--- src/rtl/lrutc_pkg.sv ---
// Package for the move-to-front tag cache: capacity, field widths and the
// stored entry type. Depends on nothing; used by lru_move_to_front_tag_cache_unit.
`timescale 1ns / 1ps
`default_nettype none

package lrutc_pkg;

  localparam int CAPACITY = 128;
  localparam int IDX_W    = $clog2(CAPACITY);
  localparam int CNT_W    = $clog2(CAPACITY + 1);
  localparam int CODE_W   = 21;
  localparam int SLOT_W   = 7;
  localparam int IN_W     = 24;
  localparam int OUT_W    = 32;

  typedef struct packed {
    logic [CODE_W-1:0] code;
    logic [IDX_W-1:0]  slot;
  } entry_t;

endpackage

`default_nettype wire

--- src/rtl/lru_move_to_front_tag_cache_unit.sv ---
// Top level of the move-to-front tag cache: recency memory, scan sequencer
// and result register. Depends on lrutc_pkg.
`timescale 1ns / 1ps
`default_nettype none

// Fully associative tag cache with least-recently-used replacement. Each
// input beat carries one 21-bit character code; each produces exactly one
// output beat with the hit flag, the slot number, and, on a miss in a full
// cache, the evicted code. Entries live in a single-port memory in recency
// order, front first. One shared comparator walks the list entry by entry
// (read, then compare) and, in the same pass, writes each entry it passes
// one place toward the back, so the move-to-front costs no extra sweep.
// The walk stops at the hit or at the end of the list, and a miss that
// appends to a list that is not full passes through the tail state as well.
// The worst case is a miss in a full cache, which walks the whole list; the
// registered read of the recency memory is why each entry needs a read
// state before its compare state. The input is not ready while a request
// is being worked on. A finished result waits in the output register, and
// the block takes the next request while it waits; that request's front
// write holds off until the output register is free. No clearing pass is
// needed after reset: only entries below the entry count are read.
module lru_move_to_front_tag_cache_unit (
  input  wire                          clk,
  input  wire                          rst,
  input  wire                          s_tvalid,
  output logic                         s_tready,
  input  wire  [lrutc_pkg::IN_W-1:0]   s_tdata,   // [20:0] code, [23:21] zero
  output logic                         m_tvalid,
  input  wire                          m_tready,
  output logic [lrutc_pkg::OUT_W-1:0]  m_tdata    // [0] hit, [7:1] slot, [8] evicted,
                                                  // [29:9] evicted_code, [31:30] zero
);

  typedef enum logic [2:0] {
    ST_IDLE,
    ST_READ,
    ST_CMP,
    ST_TAIL,
    ST_FRONT
  } state_t;

  state_t state;

  // Recency list, front at address zero.
  lrutc_pkg::entry_t mem [lrutc_pkg::CAPACITY];
  lrutc_pkg::entry_t rdata;

  logic [lrutc_pkg::CNT_W-1:0]  count;
  logic [lrutc_pkg::CNT_W-1:0]  idx;
  logic [lrutc_pkg::CODE_W-1:0] code;
  lrutc_pkg::entry_t            carry;
  logic                         hit;
  logic                         evicted;
  logic [lrutc_pkg::CODE_W-1:0] evicted_code;
  logic [lrutc_pkg::IDX_W-1:0]  slot;

  logic [lrutc_pkg::CNT_W-1:0]  idx_next;
  logic                         out_free;
  logic                         match;

  logic                         we;
  logic [lrutc_pkg::IDX_W-1:0]  waddr;
  lrutc_pkg::entry_t            wdata;

  assign s_tready = (state == ST_IDLE);
  assign idx_next = idx + lrutc_pkg::CNT_W'(1);
  assign out_free = !m_tvalid || m_tready;
  assign match    = (rdata.code == code);

  // Write port: while scanning, the entry that was passed last moves into
  // the place just read; the tail write closes the gap at the end of a
  // non-full list; the front write places the requested entry.
  always_comb begin
    we    = 1'b0;
    waddr = idx[lrutc_pkg::IDX_W-1:0];
    wdata = carry;
    case (state)
      ST_CMP: begin
        we = (idx != '0);
      end
      ST_TAIL: begin
        we    = 1'b1;
        waddr = count[lrutc_pkg::IDX_W-1:0];
      end
      ST_FRONT: begin
        we         = out_free;
        waddr      = '0;
        wdata.code = code;
        wdata.slot = slot;
      end
      default: begin
        we = 1'b0;
      end
    endcase
  end

  always_ff @(posedge clk) begin
    if (we) begin
      mem[waddr] <= wdata;
    end
    rdata <= mem[idx[lrutc_pkg::IDX_W-1:0]];
  end

  always_ff @(posedge clk) begin
    if (rst) begin
      state    <= ST_IDLE;
      count    <= '0;
      m_tvalid <= 1'b0;
    end else begin
      // The front state reloads the output register itself when it is free.
      if (m_tvalid && m_tready && state != ST_FRONT) begin
        m_tvalid <= 1'b0;
      end
      case (state)
        ST_IDLE: begin
          if (s_tvalid) begin
            code         <= s_tdata[lrutc_pkg::CODE_W-1:0];
            idx          <= '0;
            hit          <= 1'b0;
            evicted      <= 1'b0;
            evicted_code <= '0;
            if (count == '0) begin
              // Empty list: the first code takes slot zero.
              slot  <= '0;
              count <= lrutc_pkg::CNT_W'(1);
              state <= ST_FRONT;
            end else begin
              state <= ST_READ;
            end
          end
        end
        ST_READ: begin
          state <= ST_CMP;
        end
        ST_CMP: begin
          if (match) begin
            hit   <= 1'b1;
            slot  <= rdata.slot;
            state <= ST_FRONT;
          end else begin
            carry <= rdata;
            if (idx_next == count) begin
              if (count == lrutc_pkg::CNT_W'(lrutc_pkg::CAPACITY)) begin
                // Full list: the oldest entry drops out and lends its slot.
                evicted      <= 1'b1;
                evicted_code <= rdata.code;
                slot         <= rdata.slot;
                state        <= ST_FRONT;
              end else begin
                state <= ST_TAIL;
              end
            end else begin
              idx   <= idx_next;
              state <= ST_READ;
            end
          end
        end
        ST_TAIL: begin
          slot  <= count[lrutc_pkg::IDX_W-1:0];
          count <= count + lrutc_pkg::CNT_W'(1);
          state <= ST_FRONT;
        end
        ST_FRONT: begin
          if (out_free) begin
            m_tvalid <= 1'b1;
            m_tdata  <= {2'b00, evicted_code, evicted,
                         lrutc_pkg::SLOT_W'(slot), hit};
            state    <= ST_IDLE;
          end
        end
        default: begin
          state <= ST_IDLE;
        end
      endcase
    end
  end

  a_count_bound: assert property (@(posedge clk) disable iff (rst)
    count <= lrutc_pkg::CNT_W'(lrutc_pkg::CAPACITY))
    else $error("entry count above capacity");

  a_count_step: assert property (@(posedge clk) disable iff (rst)
    (count != $past(count)) |-> (count == $past(count) + lrutc_pkg::CNT_W'(1)))
    else $error("entry count moved by more than one");

  a_hit_no_evict: assert property (@(posedge clk) disable iff (rst)
    (m_tvalid && m_tdata[0]) |-> !m_tdata[8])
    else $error("hit reported together with an eviction");

  a_evict_full: assert property (@(posedge clk) disable iff (rst)
    (m_tvalid && m_tdata[8]) |-> (count == lrutc_pkg::CNT_W'(lrutc_pkg::CAPACITY)))
    else $error("eviction from a cache that is not full");

  a_evict_code_zero: assert property (@(posedge clk) disable iff (rst)
    (m_tvalid && !m_tdata[8]) |-> (m_tdata[29:9] == '0))
    else $error("evicted code set without an eviction");

endmodule

`default_nettype wire

--- config.mk ---
export PLATFORM = sky130hd
export DESIGN_NAME = lru_move_to_front_tag_cache_unit
export DESIGN_NICKNAME = d
export VERILOG_FILES = /design/src/rtl/lrutc_pkg.sv /design/src/rtl/lru_move_to_front_tag_cache_unit.sv
export SDC_FILE = /design/constraint.sdc
export NUM_CORES = 2
export LEC_CHECK = 0
export ABC_AREA = 0
export BUFFER_PORTS_ARGS = -buffer_cell sky130_fd_sc_hd__buf_2
export CORE_MARGIN = 2
export CORE_UTILIZATION = 62
export CTS_BUF_LIST = sky130_fd_sc_hd__clkbuf_4 sky130_fd_sc_hd__clkbuf_8 sky130_fd_sc_hd__clkbuf_16
export DETAILED_ROUTE_END_ITERATION = 10
export GPL_TIMING_DRIVEN = 1
export HOLD_SLACK_MARGIN = 0.05
export PLACE_DENSITY = 0.78
export SKIP_CTS_REPAIR_TIMING = 1
export SYNTH_ARGS = -nofsm -noshare
export SYNTH_HDL_FRONTEND = slang
export SYNTH_SLANG_ARGS = --single-unit
--- constraint.sdc ---
create_clock -name clk -period 5.9 [get_ports clk]
set_clock_uncertainty 0.05 [all_clocks]
set_input_delay 1.18 -clock clk [delete_from_list [all_inputs] [get_ports clk]]
set_output_delay 1.18 -clock clk [all_outputs]
set_load 0.1 [all_outputs]
---- After elaboration in Yosys (flattened, before gate mapping) ----
Memory sizes are Yosys's and may differ from the RTL's. A register that Yosys moved wholly into a read port is not among the register bits.
Cells that the tools add are included.
operators by class
  $add $sub $neg .......................... 2
  equal/unequal tests ..................... 18
  multiplexer cells ....................... 40
  bitwise gates (word level) .............. 2
  reduce and logical (&&, ||, !) cells .... 19
operators by type and width
  kind                                                                    count
  21-bit two-way mux                                                      4
  21-bit one-hot mux with 2 select lines                                  1
  8-bit two-way mux                                                       5
  7-bit two-way mux                                                       5
  8-bit one-hot mux with 2 select lines                                   2
  28-bit two-way mux                                                      1
  21-bit equality test                                                    1
  7-bit one-hot mux with 3 select lines                                   1
  3-bit two-way mux                                                       6
  8-bit by 1-bit adder with 8-bit output (second input constant)          2
  3-bit one-hot mux with 5 select lines                                   1
  2-bit != test (second input constant)                                   7
  7-bit one-hot mux with 2 select lines                                   1
  3-bit AND reduction                                                     4
  6-bit AND reduction                                                     2
  1-bit two-way mux                                                       10
  3-bit != test (second input constant)                                   3
  8-bit equality test                                                     1
  8-bit equality test (second input constant)                             1
  8-bit zero test                                                         1
  8-bit nonzero test                                                      1
  3-bit by 2-bit equality test with 1-bit output (second input constant)  2
  5-bit AND reduction                                                     1
  1-bit one-hot mux with 2 select lines                                   2
  other kinds (13)                                                        16
storage, ports and cells
  bits in registers ....................... 129
  memory bits (writable) .................. 3,584
  memories ................................ 1
memory list
  name  depth  bits a word  rd ports  clocked after memory_dff  write ports  line                                    RTL
  mem   128    28           1         1                         1            lru_move_to_front_tag_cache_unit.sv:45  lrutc_pkg::entry_t mem [lrutc_pkg::CAPACITY];

---- Depth between registers and ports, before layout ----
  depth after elaboration ................. 5
  mapped depth ............................ 15

---- Worst setup path after synthesis ----
OpenSTA, ideal clock, no wires.
  kind .................................... flip-flop to flip-flop
  start point ............................. register idx[0] (netlist name)
  end point ............................... memory mem[113][0] (netlist name) (enable)
  setup time .............................. 0.413 ns
  arrival time ............................ 4.029 ns
  setup slack ............................. 1.408 ns
  stages on the path, launching flop included .. 16
  path through ............................ edfxtp_1 buf_6 buf_12 buf_6 buf_6 buf_4 buf_4 buf_4 inv_1 ha_1 nand3_1 nor4_1 o22ai_1 nand3_1 clkbuf_1 nor2_1
between the ends
  cells in the longest elaborated chain, start to end .. 4
  elaborated cells on any way between the ends .. 5
  classes of those cells .................. mux (4); reduce/logical (1)
RTL lines
  element                                  line                                     RTL
  start, declared                          lru_move_to_front_tag_cache_unit.sv:49   logic [lrutc_pkg::CNT_W-1:0] idx;
  start signal, assigned                   lru_move_to_front_tag_cache_unit.sv:153  idx <= idx_next;
  8-bit nonzero test                       lru_move_to_front_tag_cache_unit.sv:79   we = (idx != '0);
  1-bit one-hot mux with 3 select lines    lru_move_to_front_tag_cache_unit.sv:77   case (state)
  1-bit two-way mux                        lru_move_to_front_tag_cache_unit.sv:98   if (we) begin
  1-bit two-way mux (not written as such)  lru_move_to_front_tag_cache_unit.sv:99   mem[waddr] <= wdata;
  end, declared                            lru_move_to_front_tag_cache_unit.sv:45
Several ways; a longest one is shown, not always the timed one.

---- Worst setup path in the final report ----
  start point ............................. register state[0]
  end point ............................... memory mem[77][9] (netlist name) (enable)
between the ends
  cells in the longest elaborated chain, start to end .. 4
  elaborated cells on any way between the ends .. 7
  classes of those cells .................. eq/ne (3); mux (4)
RTL lines
  element                                                                                       line                                     RTL
  start, declared                                                                               lru_move_to_front_tag_cache_unit.sv:42   state_t state;
  start signal, assigned                                                                        lru_move_to_front_tag_cache_unit.sv:106  state <= ST_IDLE;
  start signal, assigned                                                                        lru_move_to_front_tag_cache_unit.sv:126  state <= ST_FRONT;
  start signal, assigned                                                                        lru_move_to_front_tag_cache_unit.sv:128  state <= ST_READ;
  3-bit equality test / 3-bit by 2-bit equality test with 1-bit output (equally long branches)  lru_move_to_front_tag_cache_unit.sv:77
  1-bit one-hot mux with 3 select lines                                                         lru_move_to_front_tag_cache_unit.sv:77
  1-bit two-way mux                                                                             lru_move_to_front_tag_cache_unit.sv:98
  1-bit two-way mux (not written as such)                                                       lru_move_to_front_tag_cache_unit.sv:99
Several ways; a longest one is shown, not always the timed one.

==> out/results.ini <==
[run_status]
run_status=finished clean

[synth]
netlist_instances=6442
netlist.area_leader.share_pct=77.3
netlist_area_mm2=0.144
yosysSeqAreaShare_pct=77.8
synth-edff-count=3701
async_flop_share_pct=0
ys_warn_count=0
syn-mean-instance-area_um2=22.3
synthFlopType=edfxtp_1
synth_area_leaders=edfxtp_1 (77%), mux4_2 (14%), mux2i_1 (1.4%), a22oi_1 (0.69%), mux2_2 (0.63%)
yosys.cell_types.count=68
ys_ff_latch=3741
synth_top_cell_by_area=edfxtp_1

[routing]
wirelength_mm=404
drtIter0Drc=13280
vias=74126
drt-pass1-iter-count=8
antenna_left=0
vias_per_cell=7.31
drc=0
wl_per_cell_um=39.8

[placed_design]
port_buffers=56
pre_cts_slack_ns=1.01
finalWeightedCongestion=0.948
hpwl_mm=215
dp.cells=9474

[pwr]
cellLeakagePower_nw=50.8
p_total_mw=56.8
p_per_area_mw_per_mm2=351
peakVddDrop_uv=340

[setup_path]
arrival_ns=5.79
end_kind=flop
critPathKind=reg -> reg
reg2reg_to=mem[77][9]
start_kind=flop
reg2reg_depth=7
crit_path_max_fanout=20
endpoint=mem[77][9]
r2r-start=state[0]
worstSetupStartpoint=state[0]
cp.required_ns=6.51
rrSetupSlack_ns=0.73

[sta]
tightestPinTransition_ns=1.49
setup_tns_ns=0
slew_headroom_pct=0.853
period_minus_slack_ns=5.17
slew_violations=0
fin_ws_ns=0.727
max_freq_mhz=193
hold_violations=0
finalCritPeriodShare_pct=87.7
setup_violations=0
rsz0062_at_grt=false

[clock_tree]
cts.clk_slew.worst_paths_ns=0.06
cts_num_sinks=3741
cts_htree_levels=5
clkLatencyLatePin_ns=0.97
cts_made_buffers=370
root_buffer=clkbuf_16
cts_tree=yes
clock_path_buffers=4

[grt]
grt_usage_pct=34.4
grt_max_degree=125
grt_pass1_vias=74767
gr-total-overflow=0
antenna_found_initial=29
grt_pass1_wl_mm=565

[floorplan]
die-area_mm2=0.236
core_area_mm2=0.230
start_util_pct=62.5
die_x_um=486
ios=62
rows=176
die_y_um=486

[cells_and_area]
final_util_pct=70.2
syn2layout_area_growth_pct=12.3
nNetsFinal=6852
layout-drive-gt1-share_pct=29.9
finalNonFillerCells=10137

[min_path]
hold_path_class=in -> reg

[run]
drv_cap=0

-- worst min-delay path by stage --
stage,to,startpoint,cells after the start
final,code[15],s_tdata[15],1
after global routing,code[0],s_tdata[0],1
after CTS,code[15],s_tdata[15],1
after detailed placement,m_tdata[15],evicted_code[6],0
after global placement,m_tdata[8],evicted,0
after floorplan,m_tdata[0],hit,0
-- Yosys cell counts, types with 7 or more instances --
library cell / count
buf_2: 120
mux2i_1: 196
nand3_1: 33
a31oi_1: 54
buf_8: 8
nand4_1: 7
buf_1: 21
mux4_2: 909
nor2_1: 215
a22oi_1: 132
a221oi_1: 18
and2_1: 13
nand2_1: 230
nand2b_1: 13
nor3_1: 16
buf_4: 51
and3_1: 45
xor2_1: 19
xnor2_1: 22
o22ai_1: 12
buf_6: 45
a21oi_1: 112
clkbuf_1: 104
a211oi_1: 9
nor2b_1: 13
dfxtp_1: 40
a311oi_1: 20
mux2_2: 81
edfxtp_1: 3701
inv_1: 9
nor4_1: 9
a221o_1: 9
o21ai_0: 75
-- metrics by stage --
| stage | instance area (um2) | hold WS (ns) |
|---|---|---|
| floorplan | 144000 | 0.350 |
| global placement | 150000 | 0.354 |
| detailed placement | 150000 | 0.356 |
| CTS | 162000 | 0.287 |
| global route | 162000 | 0.325 |
| finish | 162000 | 0.339 |
-- routing by layer --
layer | share of wire [%] | global-route usage, % | vias up
li1 | - | - | 27925
met1 | 32 | 45.1 | 37847
met2 | 46 | 52.2 | 6939
met3 | 15 | 10.8 | 1393
met4 | 6.9 | 19.1 | 22
met5 | 0.040 | 0 | -
-- cell type report --
cell class                 count  area, um2
sequential                  3741     112000
clock inverter               220       2100
inverter                      11       57.6
timing repair buffer         358       2850
fill                       12479      68700
tap                         3026       3790
clock buffer                 435       9850
multi-input combinational   2338      31000
antenna                        8       20.0
-- cell usage in the layout (no fill, tap or decap), drive strengths merged, types with 112 or more instances in the layout --
cell type | netlist | routed
clkbuf | 104 | 435
nand2 | 231 | 231
edfxtp | 3701 | 3701
mux4 | 909 | 909
clkinv | 2 | 162
nor2 | 215 | 215
mux2i | 196 | 196
a21oi | 112 | 112
buf | 249 | 358
a22oi | 132 | 132
-- cell families (layout without fill, tap and decap cells) --
family	after synthesis	count (layout)	synth area share, %
buffers and inverters	364	1024	1.53
AOI/OAI and AO/OA	491	491	2.26
and+or+nand+nor	613	613	1.87
DFF	3741	3741	77.8
other	1	10	0.00261
muxes	1186	1186	16.2
xor gates and xnor gates	42	42	0.265
adders and majority gates	4	4	0.0348
-- power by group --
part	switching, mW	internal [mW]	total [mW]	leakage [nW]
clock network	9.97	13.6	23.6	5.94
logic	2.42	0.959	3.38	11.2
registers	0.130	29.7	29.8	33.7
total	12.5	44.3	56.8	50.8
-- state kept, by name, summed over array words and instances (netlist names) --
name	count
evicted	1
m_tvalid	1
rdata	28
carry	28
count	8
m_tdata	30
hit	1
state	3
code	21
evicted_code	21
idx	8
slot	7
mem	3584
-- worst max-delay path, stage by stage (launching register included) --
cell and delay, ns:
dfxtp_1 0.88, and2_1 0.65, nor2_1 0.09, a221oi_1 0.48, nor2b_1 0.71, nand3_1 0.75, nor2_4 0.84, buf_4 0.37
No activity file was read; power rests on OpenSTA's default activity.
